==> config.mk <==
export PLATFORM = sky130hd
export DESIGN_NAME = spi_flash_command_sequencer
export DESIGN_NICKNAME = d
export VERILOG_FILES = /design/src/sfcs_pkg.sv /design/src/spi_flash_command_sequencer.sv /design/src/sfcs_front.sv /design/src/sfcs_queue.sv /design/src/sfcs_back.sv
export SDC_FILE = /design/constraint.sdc
export NUM_CORES = 1
export LEC_CHECK = 0
export BUFFER_PORTS_ARGS = -buffer_cell sky130_fd_sc_hd__buf_2
export CORE_ASPECT_RATIO = 1.2
export CORE_UTILIZATION = 50
export CTS_BUF_LIST = sky130_fd_sc_hd__clkbuf_8
export CTS_CLUSTER_SIZE = 25
export DETAILED_ROUTE_END_ITERATION = 6
export PLACE_DENSITY = 0.66
export SLEW_MARGIN = 20
export SYNTH_ARGS = -nofsm -noshare
export SYNTH_HDL_FRONTEND = slang
export SYNTH_HIERARCHICAL = 1
export SYNTH_SLANG_ARGS = --single-unit
==> constraint.sdc <==
create_clock -name clk -period 25 [get_ports clk]
set_input_delay 3.75 -clock clk [delete_from_list [all_inputs] [get_ports clk]]
set_output_delay 3.75 -clock clk [all_outputs]
set_load 0.02 [all_outputs]
==> src/sfcs_pkg.sv <==
`timescale 1ns / 1ps
// Package for the SPI flash command sequencer: result record, opcodes, field codes.
// No dependencies.
package sfcs_pkg;

    localparam int unsigned PageBytesDefault = 256;
    localparam int unsigned AddressBitsDefault = 24;
    localparam int unsigned MaxResults = 6;

    localparam logic [1:0] KIND_SPI   = 2'd0;
    localparam logic [1:0] KIND_HOST  = 2'd1;
    localparam logic [1:0] KIND_DONE  = 2'd2;
    localparam logic [1:0] KIND_ERROR = 2'd3;

    localparam logic [1:0] REQ_OP    = 2'd0;
    localparam logic [1:0] REQ_DATA  = 2'd1;
    localparam logic [1:0] REQ_FLASH = 2'd2;

    localparam logic [3:0] OP_DETECT   = 4'd0;
    localparam logic [3:0] OP_UID      = 4'd1;
    localparam logic [3:0] OP_ERASE    = 4'd2;
    localparam logic [3:0] OP_PROGRAM  = 4'd3;
    localparam logic [3:0] OP_READ     = 4'd4;
    localparam logic [3:0] OP_SEC_ERASE = 4'd5;
    localparam logic [3:0] OP_SEC_PROG = 4'd6;
    localparam logic [3:0] OP_SEC_LOCK = 4'd7;
    localparam logic [3:0] OP_SEC_READ = 4'd8;

    localparam logic [1:0] STS_OK      = 2'd0;
    localparam logic [1:0] STS_BAD_SEC = 2'd1;
    localparam logic [1:0] STS_UNEXP   = 2'd2;

    localparam logic [7:0] CMD_WREN      = 8'h06;
    localparam logic [7:0] CMD_CHIP_ERASE = 8'hC7;
    localparam logic [7:0] CMD_RDSR1     = 8'h05;
    localparam logic [7:0] CMD_PP        = 8'h02;
    localparam logic [7:0] CMD_FAST_READ = 8'h0B;
    localparam logic [7:0] CMD_READ      = 8'h03;
    localparam logic [7:0] CMD_SEC_ERASE = 8'h44;
    localparam logic [7:0] CMD_SEC_PROG  = 8'h42;
    localparam logic [7:0] CMD_RDSR2     = 8'h35;
    localparam logic [7:0] CMD_WRSR      = 8'h01;
    localparam logic [7:0] CMD_SEC_READ  = 8'h48;
    localparam logic [7:0] CMD_RDID      = 8'h9F;
    localparam logic [7:0] CMD_UID       = 8'h4B;

    typedef struct packed {
        logic [1:0]  out_kind;
        logic [7:0]  spi_byte;
        logic        cs_start;
        logic        cs_end;
        logic [24:0] read_count;
        logic [23:0] id_value;
        logic [1:0]  status_code;
        logic        last;
    } result_t;

    typedef struct packed {
        logic [2:0]  count;
        result_t [MaxResults-1:0] res;
    } batch_t;

endpackage

==> src/spi_flash_command_sequencer.sv <==
`timescale 1ns / 1ps
// Top level of the SPI flash command sequencer.
// Depends on sfcs_pkg, sfcs_front, sfcs_queue, sfcs_back.
//
//   channel  | handshake        | content
//   request  | push / full      | req_type, operation, flash_address, byte_count, sec_index, data_byte
//   result   | pop / empty      | out_kind, spi_byte, cs_start, cs_end, read_count, id_value, status_code, last
//   config   | cfg_we           | cfg_data (fast_read)
//
// A request yields a batch of zero to six results.
// An empty batch is not queued; the others leave one result per cycle unless the receiver
// holds off pop, which stalls them.
// Two batches queue between the front and the output register; full rises when both are held.
// Reset clears state and sets fast_read.
module spi_flash_command_sequencer
    import sfcs_pkg::*;
#(
    parameter int unsigned PAGE_BYTES = PageBytesDefault,
    parameter int unsigned ADDRESS_BITS = AddressBitsDefault
)
(
    input  logic        clk,
    input  logic        rst_n,
    input  logic        cfg_we,
    input  logic        cfg_data,
    input  logic        push,
    output logic        full,
    input  logic [1:0]  req_type,
    input  logic [3:0]  operation,
    input  logic [23:0] flash_address,
    input  logic [24:0] byte_count,
    input  logic [1:0]  sec_index,
    input  logic [7:0]  data_byte,
    input  logic        pop,
    output logic        empty,
    output logic [1:0]  out_kind,
    output logic [7:0]  spi_byte,
    output logic        cs_start,
    output logic        cs_end,
    output logic [24:0] read_count,
    output logic [23:0] id_value,
    output logic [1:0]  status_code,
    output logic        last
);

    logic    fast_read_reg;
    logic    take, wr, qrd, qempty;
    batch_t  batch, qdata;
    result_t res;

    assign take = push && !full;
    assign wr   = take && (batch.count != 3'd0);

    always_ff @(posedge clk or negedge rst_n)
    begin
        if (!rst_n)
            fast_read_reg <= 1'b1;
        else if (cfg_we)
            fast_read_reg <= cfg_data;
    end

    sfcs_front #(.PAGE_BYTES(PAGE_BYTES), .ADDRESS_BITS(ADDRESS_BITS)) u_front
    (
        .clk(clk), .rst_n(rst_n), .fast_read(fast_read_reg), .take(take),
        .req_type(req_type), .operation(operation), .flash_address(flash_address),
        .byte_count(byte_count), .sec_index(sec_index), .data_byte(data_byte),
        .batch(batch)
    );

    sfcs_queue u_queue
    (
        .clk(clk), .rst_n(rst_n), .wr(wr), .wdata(batch), .qfull(full),
        .rd(qrd), .qempty(qempty), .rdata(qdata)
    );

    sfcs_back u_back
    (
        .clk(clk), .rst_n(rst_n), .qempty(qempty), .qdata(qdata), .qrd(qrd),
        .pop(pop), .empty(empty), .res(res)
    );

    assign out_kind    = res.out_kind;
    assign spi_byte    = res.spi_byte;
    assign cs_start    = res.cs_start;
    assign cs_end      = res.cs_end;
    assign read_count  = res.read_count;
    assign id_value    = res.id_value;
    assign status_code = res.status_code;
    assign last        = res.last;

endmodule

==> src/sfcs_front.sv <==
`timescale 1ns / 1ps
// Front: accepts items, tracks the sequencer state and builds the batch of results.
// Depends on sfcs_pkg.
module sfcs_front
    import sfcs_pkg::*;
#(
    parameter int unsigned PAGE_BYTES = PageBytesDefault,
    parameter int unsigned ADDRESS_BITS = AddressBitsDefault
)
(
    input  logic        clk,
    input  logic        rst_n,
    input  logic        fast_read,
    input  logic        take,
    input  logic [1:0]  req_type,
    input  logic [3:0]  operation,
    input  logic [23:0] flash_address,
    input  logic [24:0] byte_count,
    input  logic [1:0]  sec_index,
    input  logic [7:0]  data_byte,
    output batch_t      batch
);

    localparam int unsigned PageBits = $clog2(PAGE_BYTES);

    typedef enum logic [3:0] {
        PH_IDLE, PH_DETECT, PH_UID, PH_POLL, PH_PDATA, PH_READ, PH_SDATA, PH_STS1, PH_STS2
    } phase_t;

    phase_t                  phase_reg, phase_next;
    logic [3:0]              op_reg, op_next;
    logic [ADDRESS_BITS-1:0] addr_reg, addr_next;
    logic [24:0]             left_reg, left_next;
    logic [7:0]              sts1_reg, sts1_next;
    logic [23:0]             id_reg, id_next;
    logic [3:0]              rcnt_reg, rcnt_next;
    logic [1:0]              lock_reg, lock_next;

    logic [ADDRESS_BITS-1:0] in_addr, addr_inc;
    logic [23:0]             a24, na24;
    logic [24:0]             left_dec;
    logic [7:0]              sec_hi;
    logic                    fin;
    batch_t                  b;

    function automatic result_t spi(logic [7:0] v, logic cs, logic ce, logic [24:0] rc);
        result_t r;
        r = '0;
        r.out_kind = KIND_SPI;
        r.spi_byte = v;
        r.cs_start = cs;
        r.cs_end = ce;
        r.read_count = rc;
        return r;
    endfunction

    function automatic result_t kind_only(logic [1:0] k, logic [23:0] id, logic [1:0] st);
        result_t r;
        r = '0;
        r.out_kind = k;
        r.id_value = id;
        r.status_code = st;
        return r;
    endfunction

    assign in_addr  = flash_address[ADDRESS_BITS-1:0];
    assign a24      = 24'(in_addr);
    assign na24     = 24'(addr_reg);
    assign addr_inc = addr_reg + 1'b1;
    assign left_dec = left_reg - 1'b1;
    assign sec_hi   = {2'b00, sec_index + 2'd1, 4'h0};

    always_comb
    begin
        phase_next = phase_reg;
        op_next = op_reg;
        addr_next = addr_reg;
        left_next = left_reg;
        sts1_next = sts1_reg;
        id_next = id_reg;
        rcnt_next = rcnt_reg;
        lock_next = lock_reg;
        b = '0;
        fin = 1'b0;
        if (req_type == REQ_OP && phase_reg == PH_IDLE && operation <= OP_SEC_READ)
        begin
            if (operation >= OP_SEC_ERASE && (sec_index == 2'd3 ||
                (operation == OP_SEC_PROG && byte_count > 25'd256)))
            begin
                b.res[0] = kind_only(KIND_ERROR, '0, STS_BAD_SEC);
                b.count = 3'd1;
            end
            else
            begin
                op_next = operation;
                case (operation)
                    OP_DETECT:
                    begin
                        b.res[0] = spi(CMD_RDID, 1'b1, 1'b1, 25'd3);
                        b.count = 3'd1;
                        id_next = '0;
                        rcnt_next = '0;
                        phase_next = PH_DETECT;
                    end
                    OP_UID:
                    begin
                        b.res[0] = spi(CMD_UID, 1'b1, 1'b0, '0);
                        b.res[1] = spi(8'h00, 1'b0, 1'b0, '0);
                        b.res[2] = spi(8'h00, 1'b0, 1'b0, '0);
                        b.res[3] = spi(8'h00, 1'b0, 1'b0, '0);
                        b.res[4] = spi(8'h00, 1'b0, 1'b1, 25'd8);
                        b.count = 3'd5;
                        rcnt_next = '0;
                        phase_next = PH_UID;
                    end
                    OP_ERASE:
                    begin
                        b.res[0] = spi(CMD_WREN, 1'b1, 1'b1, '0);
                        b.res[1] = spi(CMD_CHIP_ERASE, 1'b1, 1'b1, '0);
                        b.res[2] = spi(CMD_RDSR1, 1'b1, 1'b1, 25'd1);
                        b.count = 3'd3;
                        phase_next = PH_POLL;
                    end
                    OP_PROGRAM:
                    begin
                        addr_next = in_addr;
                        left_next = byte_count;
                        fin = (byte_count == '0);
                        b.res[0] = spi(CMD_WREN, 1'b1, 1'b1, '0);
                        b.res[1] = spi(CMD_PP, 1'b1, 1'b0, '0);
                        b.res[2] = spi(a24[23:16], 1'b0, 1'b0, '0);
                        b.res[3] = spi(a24[15:8], 1'b0, 1'b0, '0);
                        b.res[4] = spi(a24[7:0], 1'b0, fin, '0);
                        b.res[5] = spi(CMD_RDSR1, 1'b1, 1'b1, 25'd1);
                        b.count = fin ? 3'd6 : 3'd5;
                        phase_next = fin ? PH_POLL : PH_PDATA;
                    end
                    OP_READ:
                    begin
                        b.res[0] = spi(fast_read ? CMD_FAST_READ : CMD_READ, 1'b1, 1'b0, '0);
                        b.res[1] = spi(a24[23:16], 1'b0, 1'b0, '0);
                        b.res[2] = spi(a24[15:8], 1'b0, 1'b0, '0);
                        if (fast_read)
                        begin
                            b.res[3] = spi(a24[7:0], 1'b0, 1'b0, '0);
                            b.res[4] = spi(8'h00, 1'b0, 1'b1, byte_count);
                        end
                        else
                        begin
                            b.res[3] = spi(a24[7:0], 1'b0, 1'b1, byte_count);
                        end
                        left_next = byte_count;
                        b.count = fast_read ? 3'd5 : 3'd4;
                        if (byte_count == '0)
                        begin
                            b.res[b.count] = kind_only(KIND_DONE, '0, STS_OK);
                            b.count = b.count + 3'd1;
                            phase_next = PH_IDLE;
                        end
                        else
                        begin
                            phase_next = PH_READ;
                        end
                    end
                    OP_SEC_ERASE:
                    begin
                        b.res[0] = spi(CMD_WREN, 1'b1, 1'b1, '0);
                        b.res[1] = spi(CMD_SEC_ERASE, 1'b1, 1'b0, '0);
                        b.res[2] = spi(8'h00, 1'b0, 1'b0, '0);
                        b.res[3] = spi(sec_hi, 1'b0, 1'b0, '0);
                        b.res[4] = spi(8'h00, 1'b0, 1'b1, '0);
                        b.res[5] = spi(CMD_RDSR1, 1'b1, 1'b1, 25'd1);
                        b.count = 3'd6;
                        phase_next = PH_POLL;
                    end
                    OP_SEC_PROG:
                    begin
                        fin = (byte_count == '0);
                        left_next = byte_count;
                        b.res[0] = spi(CMD_WREN, 1'b1, 1'b1, '0);
                        b.res[1] = spi(CMD_SEC_PROG, 1'b1, 1'b0, '0);
                        b.res[2] = spi(8'h00, 1'b0, 1'b0, '0);
                        b.res[3] = spi(sec_hi, 1'b0, 1'b0, '0);
                        b.res[4] = spi(flash_address[7:0], 1'b0, fin, '0);
                        b.res[5] = spi(CMD_RDSR1, 1'b1, 1'b1, 25'd1);
                        b.count = fin ? 3'd6 : 3'd5;
                        phase_next = fin ? PH_POLL : PH_SDATA;
                    end
                    OP_SEC_LOCK:
                    begin
                        lock_next = sec_index;
                        b.res[0] = spi(CMD_RDSR1, 1'b1, 1'b1, 25'd1);
                        b.count = 3'd1;
                        phase_next = PH_STS1;
                    end
                    default:
                    begin
                        left_next = byte_count;
                        b.res[0] = spi(CMD_SEC_READ, 1'b1, 1'b0, '0);
                        b.res[1] = spi(8'h00, 1'b0, 1'b0, '0);
                        b.res[2] = spi(sec_hi, 1'b0, 1'b0, '0);
                        b.res[3] = spi(flash_address[7:0], 1'b0, 1'b1, byte_count);
                        b.count = 3'd4;
                        if (byte_count == '0)
                        begin
                            b.res[4] = kind_only(KIND_DONE, '0, STS_OK);
                            b.count = 3'd5;
                            phase_next = PH_IDLE;
                        end
                        else
                        begin
                            phase_next = PH_READ;
                        end
                    end
                endcase
            end
        end
        else if (req_type == REQ_DATA && phase_reg == PH_PDATA)
        begin
            addr_next = addr_inc;
            left_next = left_dec;
            fin = (left_dec == '0) || (addr_inc[PageBits-1:0] == '0);
            b.res[0] = spi(data_byte, 1'b0, fin, '0);
            b.res[1] = spi(CMD_RDSR1, 1'b1, 1'b1, 25'd1);
            b.count = fin ? 3'd2 : 3'd1;
            if (fin)
                phase_next = PH_POLL;
        end
        else if (req_type == REQ_DATA && phase_reg == PH_SDATA)
        begin
            left_next = left_dec;
            fin = (left_dec == '0);
            b.res[0] = spi(data_byte, 1'b0, fin, '0);
            b.res[1] = spi(CMD_RDSR1, 1'b1, 1'b1, 25'd1);
            b.count = fin ? 3'd2 : 3'd1;
            if (fin)
                phase_next = PH_POLL;
        end
        else if (req_type == REQ_FLASH && phase_reg == PH_DETECT)
        begin
            id_next = {id_reg[15:0], data_byte};
            rcnt_next = rcnt_reg + 4'd1;
            if (rcnt_reg >= 4'd2)
            begin
                b.res[0] = kind_only(KIND_DONE, {id_reg[15:0], data_byte}, STS_OK);
                b.count = 3'd1;
                phase_next = PH_IDLE;
            end
        end
        else if (req_type == REQ_FLASH && phase_reg == PH_UID)
        begin
            b.res[0] = '0;
            b.res[0].out_kind = KIND_HOST;
            b.res[0].spi_byte = data_byte;
            b.res[1] = kind_only(KIND_DONE, '0, STS_OK);
            rcnt_next = rcnt_reg + 4'd1;
            b.count = (rcnt_reg >= 4'd7) ? 3'd2 : 3'd1;
            if (rcnt_reg >= 4'd7)
                phase_next = PH_IDLE;
        end
        else if (req_type == REQ_FLASH && phase_reg == PH_READ)
        begin
            b.res[0] = '0;
            b.res[0].out_kind = KIND_HOST;
            b.res[0].spi_byte = data_byte;
            b.res[1] = kind_only(KIND_DONE, '0, STS_OK);
            left_next = left_dec;
            b.count = (left_dec == '0) ? 3'd2 : 3'd1;
            if (left_dec == '0)
                phase_next = PH_IDLE;
        end
        else if (req_type == REQ_FLASH && phase_reg == PH_POLL)
        begin
            if (data_byte[0])
            begin
                b.res[0] = spi(CMD_RDSR1, 1'b1, 1'b1, 25'd1);
                b.count = 3'd1;
            end
            else if (op_reg == OP_PROGRAM && left_reg != '0)
            begin
                b.res[0] = spi(CMD_WREN, 1'b1, 1'b1, '0);
                b.res[1] = spi(CMD_PP, 1'b1, 1'b0, '0);
                b.res[2] = spi(na24[23:16], 1'b0, 1'b0, '0);
                b.res[3] = spi(na24[15:8], 1'b0, 1'b0, '0);
                b.res[4] = spi(na24[7:0], 1'b0, 1'b0, '0);
                b.count = 3'd5;
                phase_next = PH_PDATA;
            end
            else
            begin
                b.res[0] = kind_only(KIND_DONE, '0, STS_OK);
                b.count = 3'd1;
                phase_next = PH_IDLE;
            end
        end
        else if (req_type == REQ_FLASH && phase_reg == PH_STS1)
        begin
            sts1_next = data_byte;
            b.res[0] = spi(CMD_RDSR2, 1'b1, 1'b1, 25'd1);
            b.count = 3'd1;
            phase_next = PH_STS2;
        end
        else if (req_type == REQ_FLASH && phase_reg == PH_STS2)
        begin
            b.res[0] = spi(CMD_WREN, 1'b1, 1'b1, '0);
            b.res[1] = spi(CMD_WRSR, 1'b1, 1'b0, '0);
            b.res[2] = spi(sts1_reg, 1'b0, 1'b0, '0);
            b.res[3] = spi(data_byte | (8'h08 << lock_reg), 1'b0, 1'b1, '0);
            b.res[4] = spi(CMD_RDSR1, 1'b1, 1'b1, 25'd1);
            b.count = 3'd5;
            phase_next = PH_POLL;
        end
        else
        begin
            b.res[0] = kind_only(KIND_ERROR, '0, STS_UNEXP);
            b.count = 3'd1;
        end
        for (int i = 0; i < MaxResults; i++)
            b.res[i].last = (3'(i + 1) == b.count);
    end

    assign batch = b;

    always_ff @(posedge clk or negedge rst_n)
    begin
        if (!rst_n)
        begin
            phase_reg <= PH_IDLE;
            op_reg <= '0;
            addr_reg <= '0;
            left_reg <= '0;
            sts1_reg <= '0;
            id_reg <= '0;
            rcnt_reg <= '0;
            lock_reg <= '0;
        end
        else if (take)
        begin
            phase_reg <= phase_next;
            op_reg <= op_next;
            addr_reg <= addr_next;
            left_reg <= left_next;
            sts1_reg <= sts1_next;
            id_reg <= id_next;
            rcnt_reg <= rcnt_next;
            lock_reg <= lock_next;
        end
    end

endmodule

==> src/sfcs_queue.sv <==
`timescale 1ns / 1ps
// Batch queue between front and back.
// Depends on sfcs_pkg.
module sfcs_queue
    import sfcs_pkg::*;
(
    input  logic   clk,
    input  logic   rst_n,
    input  logic   wr,
    input  batch_t wdata,
    output logic   qfull,
    input  logic   rd,
    output logic   qempty,
    output batch_t rdata
);

    batch_t     mem [2];
    logic       wp_reg, rp_reg;
    logic [1:0] cnt_reg;

    assign qfull  = cnt_reg == 2'd2;
    assign qempty = cnt_reg == 2'd0;
    assign rdata  = mem[rp_reg];

    always_ff @(posedge clk)
    begin
        if (wr)
            mem[wp_reg] <= wdata;
    end

    always_ff @(posedge clk or negedge rst_n)
    begin
        if (!rst_n)
        begin
            wp_reg <= 1'b0;
            rp_reg <= 1'b0;
            cnt_reg <= '0;
        end
        else
        begin
            if (wr)
                wp_reg <= ~wp_reg;
            if (rd)
                rp_reg <= ~rp_reg;
            cnt_reg <= cnt_reg + 2'(wr) - 2'(rd);
        end
    end

endmodule

==> src/sfcs_back.sv <==
`timescale 1ns / 1ps
// Back: walks one batch result by result onto the output register.
// Depends on sfcs_pkg.
module sfcs_back
    import sfcs_pkg::*;
(
    input  logic    clk,
    input  logic    rst_n,
    input  logic    qempty,
    input  batch_t  qdata,
    output logic    qrd,
    input  logic    pop,
    output logic    empty,
    output result_t res
);

    logic [2:0] idx_reg;
    logic       full_reg;
    result_t    res_reg;
    logic       load;
    logic       done_batch;

    assign load       = !qempty && (!full_reg || pop);
    assign done_batch = (idx_reg + 3'd1) >= qdata.count;
    assign qrd        = load && done_batch;
    assign empty      = !full_reg;
    assign res        = res_reg;

    always_ff @(posedge clk or negedge rst_n)
    begin
        if (!rst_n)
        begin
            idx_reg <= '0;
            full_reg <= 1'b0;
        end
        else
        begin
            if (load)
            begin
                full_reg <= 1'b1;
                idx_reg <= done_batch ? 3'd0 : idx_reg + 3'd1;
            end
            else if (pop)
            begin
                full_reg <= 1'b0;
            end
        end
    end

    always_ff @(posedge clk)
    begin
        if (load)
            res_reg <= qdata.res[idx_reg];
    end

endmodule

==> out/qor.csv <==
stage,metric,value,unit
setup_path,cp-endpoint,u_queue/mem[0][356],
setup_path,path_max_fanout,164,
timing,period_share,37.08,%
setup_path,critical_path_depth,16,
route,drt.antenna.violating_nets,0,
outcome,outcome,finished clean,
final_layout,largest_reg_flops,774,
clock_tree,cts_tree,yes,
route,drt_iter0_markers,2260,
power_and_ir_drop,share_seq_of_total_power,45.3,%
flow_run,drv_cap,0,
grt,antenna_found_initial,3,
logic_synthesis,synth.avg_cell_area,15.38,µm²
logic_synthesis,ys.flop_type,edfxtp_1,
power_and_ir_drop,p_int,3.602,mW
route,wl_per_cell,22.33,µm
power_and_ir_drop,pwr-share-comb,31.7,%
final_layout,area_delta_synth_final,7.191,%
clock_tree,clock_sinks,934,
timing,finalSetupTns,0,ns
power_and_ir_drop,p_total,5.225,mW
floorplanning,die_x,272.5,µm
worst_hold_path,min_path_type,reg2reg,
logic_synthesis,synth_cells,2854,
power_and_ir_drop,power.switching,1.623,mW
clock_tree,ctsHoldBuffers,0,
power_and_ir_drop,leakage,18.18,nW
route,remaining_drc_errors,0,
final_layout,fill_cells,6980,
clock_tree,clkLatencyLatePin,0.81,ns
setup_path,path_delay_family,simple AND/OR/NAND/NOR gates,
clock_tree,clock-root-buffer,clkbuf_8,
timing,max_freq,107.9,MHz
setup_path,worstReg2RegStart,u_front/left_reg[1],
timing,setup_viol,0,
clock_tree,cts_resized,0,
logic_synthesis,ys_seq_area_share,62.79,%
floorplanning,num_io_pins,137,
setup_path,timing.rr.end,u_queue/mem[0][356],
timing,hold_ws,0.4679,ns
placement,place.gp.congestion,0.8704,
final_layout,fin_util,54.30,%
final_layout,drive_gt1_share,28.25,%
route,totalWireLength,95300,µm
power_and_ir_drop,swShare,31.06,%
logic_synthesis,yosys_warnings,6,
logic_synthesis,synth_seq_cells,934,
timing,hold_viol,0,
placement,hpwl,59580,µm
setup_path,start_kind,input port,
timing,slew_headroom,23.61,%
grt,grt_util_all_layers,21.62,%
final_layout,fin_nets,3098,
setup_path,cpMostUsedCell,nor2_1,
setup_path,setup.worst_path.end_class,register,
timing,skew,0.04375,ns
setup_path,worstPathRequired,25.41,ns
timing,rsz0062_at_grt,false,
power_and_ir_drop,p_per_area,111.0,mW/mm²
grt,grt_pass1_wl,144900,µm
clock_tree,cts.path.max_buffers,3,
timing,post-route-min-period,9.269,ns
logic_synthesis,synth_edf_count,838,
setup_path,cpPeakStageDelay,0.82,ns
route,vias,23670,
power_and_ir_drop,clockPowerShare,23.0,%
setup_path,reg2reg_depth,14,
floorplanning,start_util,50.66,%
grt,grt-ovfl-total,0,
floorplanning,dieArea,0.08900,mm²
timing,tightest_slew,1.146,ns
grt,grt_pass1_vias,24700,
clock_tree,postCtsSetupRepairBufs,0,
setup_path,cp.arrival,9.68,ns
setup_path,critical_path.cell_chain,"buf_2, nor4_1, nand4_1, nor2_1, ha_1, o21ai_0, o31ai_1, nand2_1, a21oi_1, or2_2, nor2_1, o31a_1, nor2b_4, buf_12, buf_6, buf_4",
logic_synthesis,synth_cell_types,97,
power_and_ir_drop,ir_drop,0.00008991,V
logic_synthesis,async_flop_share,10.28,%
placement,io_buffers,136,
timing,drv_slew,0,
setup_path,crit_type,in2reg,
clock_tree,htree_levels,4,
floorplanning,core_area,0.08667,mm²
grt,grt_max_degree,165,
route,viasPerCell,5.546,
logic_synthesis,syn_area,0.04390,mm²
clock_tree,clk_pin_slew,0.06,ns
route,drtPass1Iterations,6,
clock_tree,cts_made_buffers,147,
setup_path,r2r_slack,18.56,ns
floorplanning,chipHeight,326.6,µm
setup_path,cp_num_buf_inv,4,
floorplanning,rows,118,
setup_path,crit_start,byte_count[12],
setup_path,slowest_stage,buf_4,
==> stage by stage <==
step / instances / worst slack, ns / area [µm²]
2_1_floorplan: 3092 / 1.102 / 44800
3_3_place_gp: 4004 / 14.61 / 44310
3_5_place_dp: 4004 / 14.54 / 44310
4_1_cts: 4266 / 15.40 / 47040
5_1_grt: 4267 / 15.30 / 47060
6_report: 4267 / 15.73 / 47060
==> layout by cell type, fill, tap and decap left out, types with 7 or more instances in the layout <==
cell type and n:
o22ai_1 75, a22oi_1 10, o21ai_0 89, buf_4 29
clkbuf_8 162, ha_1 14, a31oi_1 13, nand2b_1 11
or3_1 8, edfxtp_1 838, a21oi_1 88, a22o_1 7
o31ai_1 8, buf_2 135, a2bb2oi_1 8, and3_1 14
mux2i_1 70, nor2_1 94, nor4_1 12, nand3_1 34
clkinv_2 16, nor3_1 31, clkinv_1 27, nand2_1 135
nor2b_1 7, mux4_2 64, and2_1 67, or2_2 8
inv_1 142, mux2_4 304, dfrtp_1 91, o22a_1 9
conb_1 239, nand4_1 12, mux2_2 101
==> worst min-delay path by stage <==
stage,endpoint,from,slack (ns),depth (start not counted)
4_1_cts,u_front/id_reg[14],u_front/id_reg[14],0.47,2
3_5_place_dp,u_front/id_reg[14],u_front/id_reg[14],0.46,2
3_3_place_gp,u_front/id_reg[13],u_front/id_reg[13],0.46,2
6_report,u_front/id_reg[14],u_front/id_reg[14],0.47,2
2_1_floorplan,u_front/id_reg[11],u_front/id_reg[11],0.44,2
5_1_grt,u_front/id_reg[5],u_front/id_reg[5],0.51,2
==> tightest hold or removal path: stages, from the launching register on <==
cell,delay [ns]
dfrtp_1,0.33
nand2_1,0.05
o31ai_1,0.05
==> area by class of cell <==
class	count	area [µm²]	area share, %
Clock inverter	100	506.7	1.077
Timing Repair Buffer	168	964.7	2.050
Sequential cell	934	27580	58.61
Multi-Input combinational cell	1662	13970	29.69
Clock buffer	162	2230	4.738
Inverter	100	376.6	0.8003
Tap cell	1140	1426	3.031
Antenna cell	1	2.502	0.005318
==> power groups by stage <==
stage          clock (mW)  sequential, mW  combinational, mW
2_1_floorplan           0            2.56               1.33
3_3_place_gp            0            2.38               1.65
3_5_place_dp            0            2.40               1.68
4_1_cts              1.24            2.37               1.68
5_1_grt              1.30            2.40               1.78
6_report             1.20            2.36               1.66
==> Yosys cell counts, types with 30 or more instances <==
| master | instances | area [µm²] |
|---|---|---|
| clkbuf_1 | 71 | 266.5 |
| mux2_4 | 304 | 4564 |
| dfrtp_1 | 95 | 2377 |
| a21oi_1 | 89 | 445.4 |
| nand3_1 | 34 | 170.2 |
| o22ai_1 | 75 | 469.2 |
| nor2_1 | 95 | 356.6 |
| and2_1 | 68 | 425.4 |
| inv_1 | 99 | 371.6 |
| o21ai_0 | 89 | 445.4 |
| edfxtp_1 | 838 | 25160 |
| nor3_1 | 33 | 165.2 |
| buf_4 | 251 | 1884 |
| nand2_1 | 135 | 506.7 |
| mux2_2 | 101 | 1137 |
| mux4_2 | 64 | 1441 |
| buf_6 | 30 | 337.8 |
| mux2i_1 | 70 | 700.7 |
==> per-layer routing <==
layer	track usage [%]	vias up	wire [µm]	part of all wire [%]
met5	0	-	13	0.014
met4	7.487	2	2315	2.4
met3	4.094	163	5170	5.4
met2	36.31	776	47680	50
met1	28.07	12080	40120	42
li1	-	10650	-	-
==> logic make-up after synthesis <==
family | Yosys count | share of synthesized area (%)
other | 1 | 0.008542
DFF | 934 | 62.79
AOI/OAI and AO/OA | 375 | 5.449
xor gates and xnor gates | 6 | 0.1539
buffers and inverters | 496 | 7.547
muxes | 539 | 17.87
adders and majority gates | 14 | 0.3990
and+or+nand+nor | 489 | 5.783
Power figures use the tool's default switching activity.
